==> src/rtl/core/tcp_pkg.sv <==
// ----------------------------------------------------------------------------
// tcp_pkg
// fixed field widths and shared types of the temporal correlation prefetcher
// ----------------------------------------------------------------------------
`default_nettype none

package tcp_pkg;

	localparam int ADDR_W   = 48;
	localparam int DEGREE_W = 5;

	// result flags of the shared match unit
	typedef struct packed {
		logic hit;
		logic succ_nz;
	} tcp_match_t;

endpackage

`default_nettype wire

==> src/rtl/core/tcp_match.sv <==
// ----------------------------------------------------------------------------
// tcp_match
// shared key compare: full-key match of a table entry and successor select
// ----------------------------------------------------------------------------
`default_nettype none

module tcp_match
	import tcp_pkg::*;
(
	input  wire logic              valid,
	input  wire logic [ADDR_W-1:0] probe,
	input  wire logic [ADDR_W-1:0] key,
	input  wire logic [ADDR_W-1:0] data,
	output tcp_match_t             flags,
	output logic      [ADDR_W-1:0] succ
);

	logic hit;

	assign hit           = valid && (key == probe);
	assign succ          = hit ? data : '0;
	assign flags.hit     = hit;
	assign flags.succ_nz = hit && (data != '0);

endmodule

`default_nettype wire

==> config.mk <==
export PLATFORM = sky130hd
export DESIGN_NAME = tcp_match
export DESIGN_NICKNAME = d
export VERILOG_FILES = /design/src/rtl/core/tcp_pkg.sv /design/src/rtl/core/tcp_match.sv
export SDC_FILE = /design/constraint.sdc
export NUM_CORES = 1
export LEC_CHECK = 0
export ABC_CLOCK_PERIOD_IN_PS = 2100
export BUFFER_PORTS_ARGS = -buffer_cell sky130_fd_sc_hd__buf_2
export CORE_AREA = 2 2 75 77
export DETAILED_ROUTE_END_ITERATION = 10
export DIE_AREA = 0 0 77 79
export GPL_TIMING_DRIVEN = 0
export PLACE_DENSITY = 0.68
export SLEW_MARGIN = 25
export SYNTH_ARGS = -nofsm -noshare
export SYNTH_HDL_FRONTEND = slang
export SYNTH_SLANG_ARGS = --single-unit
==> constraint.sdc <==
create_clock -name vclk -period 2.1
set_clock_uncertainty 0.15 [all_clocks]
set_input_delay 0.42 -clock vclk [all_inputs]
set_output_delay 0.42 -clock vclk [all_outputs]
set_load 0.05 [all_outputs]
==> impl_metrics.env <==
export IMPL_worstMarginPinSlew_ns=0.358
export IMPL_dieHeight_um=79
export IMPL_slew_headroom=0.759
export IMPL_rows=27
export IMPL_overflow=0
export IMPL_place_inst=423
export IMPL_postSynthCellCount=156
export IMPL_fillCellCount=440
export IMPL_cpMostUsedCell="buf_8"
export IMPL_max_stage_delay_ns=0.34
export IMPL_fin_tns_setup_ns=-23.42
export IMPL_synth_seq_area_share=0
export IMPL_rsz0062_at_grt="yes"
export IMPL_fp_dieW_um=77
export IMPL_dieArea_um2=6080
export IMPL_syn_area_per_cell_um2=7.11
export IMPL_synthDistinctLibCells=23
export IMPL_max_freq_ghz=0.384
export IMPL_hold_depth=3
export IMPL_violations="setup timing"
export IMPL_grt_use_total=0.196
export IMPL_worstPathArrival_ns=2.03
export IMPL_hp_class="in2out"
export IMPL_port_buffers=195
export IMPL_antenna_found_initial=0
export IMPL_hpwl_mm=4.72
export IMPL_nets=504
export IMPL_grt_pass1_vias=2084
export IMPL_layout_commonest_cell="buf_2"
export IMPL_p_leak_nw=1.57
export IMPL_finalHoldViolCount=0
export IMPL_core_um2=5340
export IMPL_dr_first_iter_drc_count=30
export IMPL_switchingPower_uw=125
export IMPL_p_total_uw=294
export IMPL_via_per_inst=4.80
export IMPL_path_class="in2out"
export IMPL_start_kind="input port"
export IMPL_setup_slack_ns=-0.502
export IMPL_antenna_cells=0
export IMPL_slowest_stage="nor4_1"
export IMPL_yosysWarnings=0
export IMPL_final_min_clock_period_ns=2.60
export IMPL_ioPinCount=195
export IMPL_period_share=1.24
export IMPL_worst_path_max_fanout=10
export IMPL_seq_cells=0
export IMPL_start_util=0.208
export IMPL_irDropWorstVdd_mv=0.0661
export IMPL_endpoint_kind="primary output"
export IMPL_drc_errors=0
export IMPL_path_cells="buf_6 -> xor2_1 -> nor4_1 -> nand4_1 -> nor2_4 -> buf_12 -> buf_8 -> and3_4 -> buf_8"
export IMPL_crit_required_ns=1.53
export IMPL_setup_viol=50
export IMPL_routed_wl_mm=6.47
export IMPL_dr_pass1_iters=4
export IMPL_power_per_cell_area_nw_per_um2=91.1
export IMPL_post_dp_cell_area_um2=2440
export IMPL_clock_buffers=0
export IMPL_combPwrFrac=1.000
export IMPL_power_internal_uw=168
export IMPL_areaGrowthSynthToFinish_pct=191
export IMPL_pwr_share_seq=0
export IMPL_synth_area_um2=1110
export IMPL_grt_pass1_wl_mm=9.96
export IMPL_wl_per_cell_um=15.1
export IMPL_drive_gt1_frac=0.784
export IMPL_final_cell_area_um2=3220
export IMPL_synth_fp_nets=301
export IMPL_drv_cap=0
export IMPL_vias=2061
export IMPL_switching_share=0.427
export IMPL_run_status="finished, violations left"
export IMPL_p_clk_frac=0
export IMPL_final_cell_mix="buf_2 (138), buf_8 (56), and3_4 (48), xor2_1 (25)"
export IMPL_holdBufCountCts=0
export IMPL_seq_area_um2=0
export IMPL_drv_slew=0
export IMPL_instances_no_fill=429
export IMPL_routabilityCongestion=0.762
export IMPL_ant_nets=0
export IMPL_grt_max_degree=11
==> worst max-delay path: cells and delay by family <==
kind	cells	cell delay, ns
simple gates	4	0.95
xor+xnor	1	0.15
buf+inv	4	0.51
==> metrics by stage <==
stage               hold WS, ns   util  worst slack, ns
finish                     1.09  0.603           -0.502
global route               1.10  0.603           -0.553
CTS                        1.09  0.574           -0.457
detailed placement         1.14  0.458           -0.622
global placement           1.14  0.458           -0.598
floorplan                 0.898      -          -0.0765
==> cells by family (layout without fill, tap and decap cells) <==
family,after synthesis,after routing,synth area share
xor+xnor,35,35,0.277
simple gates,89,89,0.517
compound gates,11,11,0.0813
buf+inv,21,222,0.125
==> repair_timing <==
action,CTS,global route
gates resized for setup,168,17
buffers inserted,1,0
endpoints found under the setup margin,50,50
cloned,3,2
pin swaps,9,15
==> Yosys cell counts (all sizes together) <==
cell type	n	area (um2)
or2b	2	15.0
nor3	2	10.0
a222oi	1	10.0
nand3	1	5.00
a22o	2	17.5
nor4	20	131
xor2	27	236
o311a	1	10.0
o21ai	1	5.00
nand4	6	37.5
o2bb2ai	1	8.76
and3	48	300
o2111ai	3	26.3
and4	1	11.3
and2	1	7.51
nor2	1	11.3
xnor2	8	70.1
inv	10	37.5
o22ai	2	12.5
buf	11	101
nand2b	7	43.8
==> final timing paths <==
check | start | to | slack (ns)
worst max-delay path | probe[9] | succ[38] | -0.50
worst min-delay path | data[34] | succ[34] | 1.09
==> per-layer routing <==
layer | vias to the layer above | routed length, um | GRT usage
met3 | 6 | 433 | 0.0205
met2 | 114 | 3730 | 0.428
met1 | 957 | 2240 | 0.205
met5 | - | 0 | 0
li1 | 984 | - | -
met4 | 0 | 62 | 0.0143
==> cell type report <==
type | instances | area [um2] | share of cell area
inverter | 10 | 45.0 | 0.0140
buffer | 11 | 146 | 0.0455
multi-input combinational | 135 | 1320 | 0.409
timing repair buffer | 201 | 1620 | 0.503
tap | 72 | 90.1 | 0.0280
==> power groups by stage <==
stage,combinational (mW),sequential (mW),clock (mW)
floorplan,0.0814,0,0
global placement,0.251,0,0
detailed placement,0.254,0,0
CTS,0.265,0,0
global route,0.321,0,0
finish,0.294,0,0
Power figures use the tool's default switching activity.
