==> config.mk <==
export PLATFORM = sky130hd
export DESIGN_NAME = tcp_ram
export DESIGN_NICKNAME = d
export VERILOG_FILES = /design/src/rtl/core/tcp_ram.sv
export SDC_FILE = /design/constraint.sdc
export NUM_CORES = 2
export LEC_CHECK = 0
export BUFFER_PORTS_ARGS = -buffer_cell sky130_fd_sc_hd__buf_2
export CAP_MARGIN = 0
export CORE_AREA = 2 2 359 361
export DETAILED_ROUTE_END_ITERATION = 16
export DIE_AREA = 0 0 361 363
export PLACE_DENSITY = 0.76
export SETUP_SLACK_MARGIN = 0.02
export SYNTH_ARGS = -nofsm -noshare
export SYNTH_HDL_FRONTEND = slang
export SYNTH_SLANG_ARGS = --single-unit
==> constraint.sdc <==
create_clock -name clk -period 3.1 [get_ports clk]
set_clock_uncertainty 0.1 [all_clocks]
set_input_delay 0.155 -clock clk [delete_from_list [all_inputs] [get_ports clk]]
set_output_delay 0.155 -clock clk [all_outputs]
set_load 0.01 [all_outputs]
==> src/rtl/core/tcp_ram.sv <==
// ----------------------------------------------------------------------------
// tcp_ram
// simple dual-port table memory, one write and one registered read port
// ----------------------------------------------------------------------------
`default_nettype none

module tcp_ram #(
	parameter int DEPTH = 256,
	parameter int WIDTH = 8,
	parameter int AW    = 8
) (
	input  wire logic             clk,
	input  wire logic             we,
	input  wire logic [AW-1:0]    waddr,
	input  wire logic [WIDTH-1:0] wdata,
	input  wire logic             re,
	input  wire logic [AW-1:0]    raddr,
	output logic      [WIDTH-1:0] rdata
);

	logic [WIDTH-1:0] mem [DEPTH];

	always_ff @(posedge clk) begin
		if (we) begin
			mem[waddr] <= wdata;
		end
	end

	always_ff @(posedge clk) begin
		if (re) begin
			rdata <= mem[raddr];
		end
	end

endmodule

`default_nettype wire

==> reports/metrics.json <==
{
  "synth.ff_latch_count": 2056,
  "ys_seq_area_share_pct": 77.5,
  "met3_usage_pct": 5.96,
  "clkPwrFrac_pct": 40.3,
  "drt_first_iter_violations": 6129,
  "leakagePower_uw": 0.0293,
  "worstRegToRegCells": 7,
  "min_path_type": "in2reg",
  "setup_viol": 0,
  "netlist.area_leader.share_pct": 77.5,
  "holdCritStartpoint": "wdata[5]",
  "instances_no_fill": 6071,
  "pre_cts_ws_ns": -0.553,
  "synth_flop_cell": "sky130_fd_sc_hd__edfxtp_1",
  "drv_slew": 0,
  "cts.sink_count": 2056,
  "dp.final_hpwl_mm": 122,
  "fillers": 7037,
  "maximum_level_of_the_cts_h_tree": 4,
  "netlist-cell-type-count": 54,
  "fp-row-count": 131,
  "timing.final.crit_share_pct": 96.8,
  "finalWeightedCongestion": 0.886,
  "cellInternalPower_uw": 44500,
  "synth.area.top_cells": "sky130_fd_sc_hd__edfxtp_1 (78%), sky130_fd_sc_hd__mux4_2 (13%), sky130_fd_sc_hd__mux2i_1 (1.7%), sky130_fd_sc_hd__nor2_1 (1.3%), sky130_fd_sc_hd__a22oi_1 (1.3%)",
  "post_synth_instance_area_um2": 79600,
  "outcome": "completed",
  "worstSetupEndpointType": "flip-flop",
  "min_delay_path_depth": 2,
  "globalRouteOverflowTotal": 0,
  "final_layout_size_suffix_gt1_share_pct": 29.3,
  "critPathArrivalTime_ns": 3.45,
  "io_pins": 35,
  "r2r_start": "mem[211][5]",
  "worstMarginPinSlew_ns": 1.02,
  "cts_root_buf": "sky130_fd_sc_hd__clkbuf_16",
  "route.detailed.drc": 0,
  "gr-usage-met1_pct": 42.4,
  "place_inst": 5700,
  "chipWidth_um": 361,
  "initial_core_util_pct": 62.7,
  "area.growth.synth_to_final_pct": 14.6,
  "irDropWorstVdd_v": 0.000698,
  "worstSkewPairLatency_ns": 0.84,
  "ctsLongestPathBuffers": 3,
  "yosys-top-cells-count": "sky130_fd_sc_hd__edfxtp_1 (2056), sky130_fd_sc_hd__mux4_2 (454), sky130_fd_sc_hd__nor2_1 (282)",
  "number_of_buffers_inserted_by_port_buffering": 34,
  "core_area_um2": 127000,
  "antenna_found_initial": 4,
  "grt.met2_usage_pct": 48.0,
  "die-height_um": 363,
  "groute.usage.overall_pct": 30.5,
  "firstDrtPassIters": 5,
  "synth_warnings": 0,
  "power.share.combinational_pct": 5.3,
  "grt_pass1_wl_mm": 285,
  "crit-reg2reg-capture": "rdata[5]",
  "yosys.cell_count.top_type": "sky130_fd_sc_hd__edfxtp_1",
  "synth_area_per_cell_um2": 21.3,
  "die-area_um2": 131000,
  "setup_slack_ns": 0.100,
  "clkSlewWorstSetupHoldPaths_ns": 0.06,
  "total_chip_power_uw": 56400,
  "synth.largest_area_cell": "sky130_fd_sc_hd__edfxtp_1",
  "hold_end": "mem[70][5]",
  "crit_path_start_kind": "flip-flop",
  "final_hold_viol_count": 0,
  "instance_count_of_the_mapped_netlist": 3733,
  "tritoncts_buffers": 192,
  "fmax_ghz": 0.333,
  "crit_fanout": 1,
  "grt_start_max_net_pins": 150,
  "slew_headroom_pct": 31.4,
  "number_of_nets_in_the_synthesized_netlist": 3760,
  "post-route-min-period_ns": 3.00,
  "power.switching_uw": 11900,
  "worst-r2r-setup-slack_ns": 0.10,
  "timing.critical_path.required_ns": 3.55,
  "finish.net_count": 4277,
  "grt_pass1_vias": 41200,
  "power_frac_seq_pct": 54.5,
  "drtAntennaViolNets": 0,
  "wire_per_inst_um": 32.4,
  "drt_total_wl_mm": 196,
  "maxCapViolCount": 0,
  "detailroute.via_count": 41400,
  "critical_path_class": "reg2reg",
  "synth_async_sr_flop_share_pct": 0,
  "grt_setup_unrepaired": "no",
  "grt.busiest_layer": "met2",
  "switching_share_pct": 21.1,
  "tritoncts_clock_tree": "built",
  "synth_enable_flop_cells": 2056,
  "vias_per_cell": 6.81,
  "power_density_over_the_cells_nw_per_um2": 618
}
-- worst max-delay path by stage --
stage                     slack [ns]   startpoint  endpoint
after floorplan                 0.77     raddr[0]  rdata[2]
after global placement         -0.66     raddr[0]  rdata[1]
after detailed placement       -0.55     raddr[0]  rdata[1]
final                           0.10  mem[211][5]  rdata[5]
after global routing            0.06  mem[211][5]  rdata[5]
after CTS                       0.05   mem[64][4]  rdata[4]
-- cell usage in the layout, fill, tap and decap left out, drive strengths merged, types with 27 or more instances in the layout --
master and instances:
edfxtp 2056, a22oi 133, nor4 27, o221ai 47, nor2 282, o22ai 28, nand2 33, mux4 456
clkinv 100, nand3 34, mux2i 134, a21oi 96, nor2b 31, buf 530, clkbuf 233
-- timing repair --
action                                  in CTS  in global routing
resized for setup                            3                  2
endpoints found under the hold margin     1016                  0
hold buffers                                18                  0
setup buffers                                0                  0
endpoints found under the setup margin       2                  2
-- area by class of cell --
cell class | instances | area, um^2 | share of cell area (%)
Antenna cell | 4 | 10.0 | 0.0110
Clock buffer | 225 | 5030 | 5.52
Clock inverter | 124 | 1010 | 1.11
Inverter | 2 | 7.51 | 0.00823
Multi-Input combinational cell | 1442 | 16500 | 18.1
Sequential cell | 2056 | 61700 | 67.7
Tap cell | 1662 | 2080 | 2.28
Timing Repair Buffer | 556 | 4850 | 5.32
-- power by group through the flow --
stage / sequential [uW] / combinational (uW) / clock [uW]
3_5_place_dp: 31300 / 2900 / 0
6_report: 30700 / 2970 / 22700
5_1_grt: 30700 / 3100 / 23900
3_3_place_gp: 31300 / 2850 / 0
4_1_cts: 30700 / 2950 / 22900
2_1_floorplan: 31300 / 1490 / 0
-- stage by stage --
stage	utilization [%]	TNS, ns	area, um^2	hold WS [ns]
floorplan	-	0	79600	0.154
global placement	66.9	-2.33	85000	0.350
detailed placement	66.9	-2.44	85000	0.352
CTS	71.8	0	91200	0.00961
global route	71.8	0	91200	0.0651
finish	71.8	0	91200	0.0715
-- registers in the layout, indices dropped and copies added, names as in the netlist --
name	flops
rdata	8
mem	2048
-- per-layer routing --
metal	wire [um]	up-vias
li1	-	16700
met2	94500	2734
met1	71200	21500
met3	21400	462
met5	12	-
met4	9400	2
-- kinds of logic after synthesis --
kind of cell,after synthesis,synth area share (%)
AOI/OAI and AO/OA,385,3.42
and+or+nand+nor,466,2.63
buffers and inverters,235,1.83
muxes,591,14.6
DFF,2056,77.5
-- worst max-delay path: stages (launching register included) --
cell and delay, ns:
sky130_fd_sc_hd__edfxtp_1 0.37, sky130_fd_sc_hd__mux4_2 0.47, sky130_fd_sc_hd__a22o_1 0.28, sky130_fd_sc_hd__a221oi_1 0.38, sky130_fd_sc_hd__o32ai_1 0.17, sky130_fd_sc_hd__nor3_1 0.63, sky130_fd_sc_hd__buf_4 0.25, sky130_fd_sc_hd__nor4_1 0.06
Note: power is estimated with default switching activity, not from simulation.
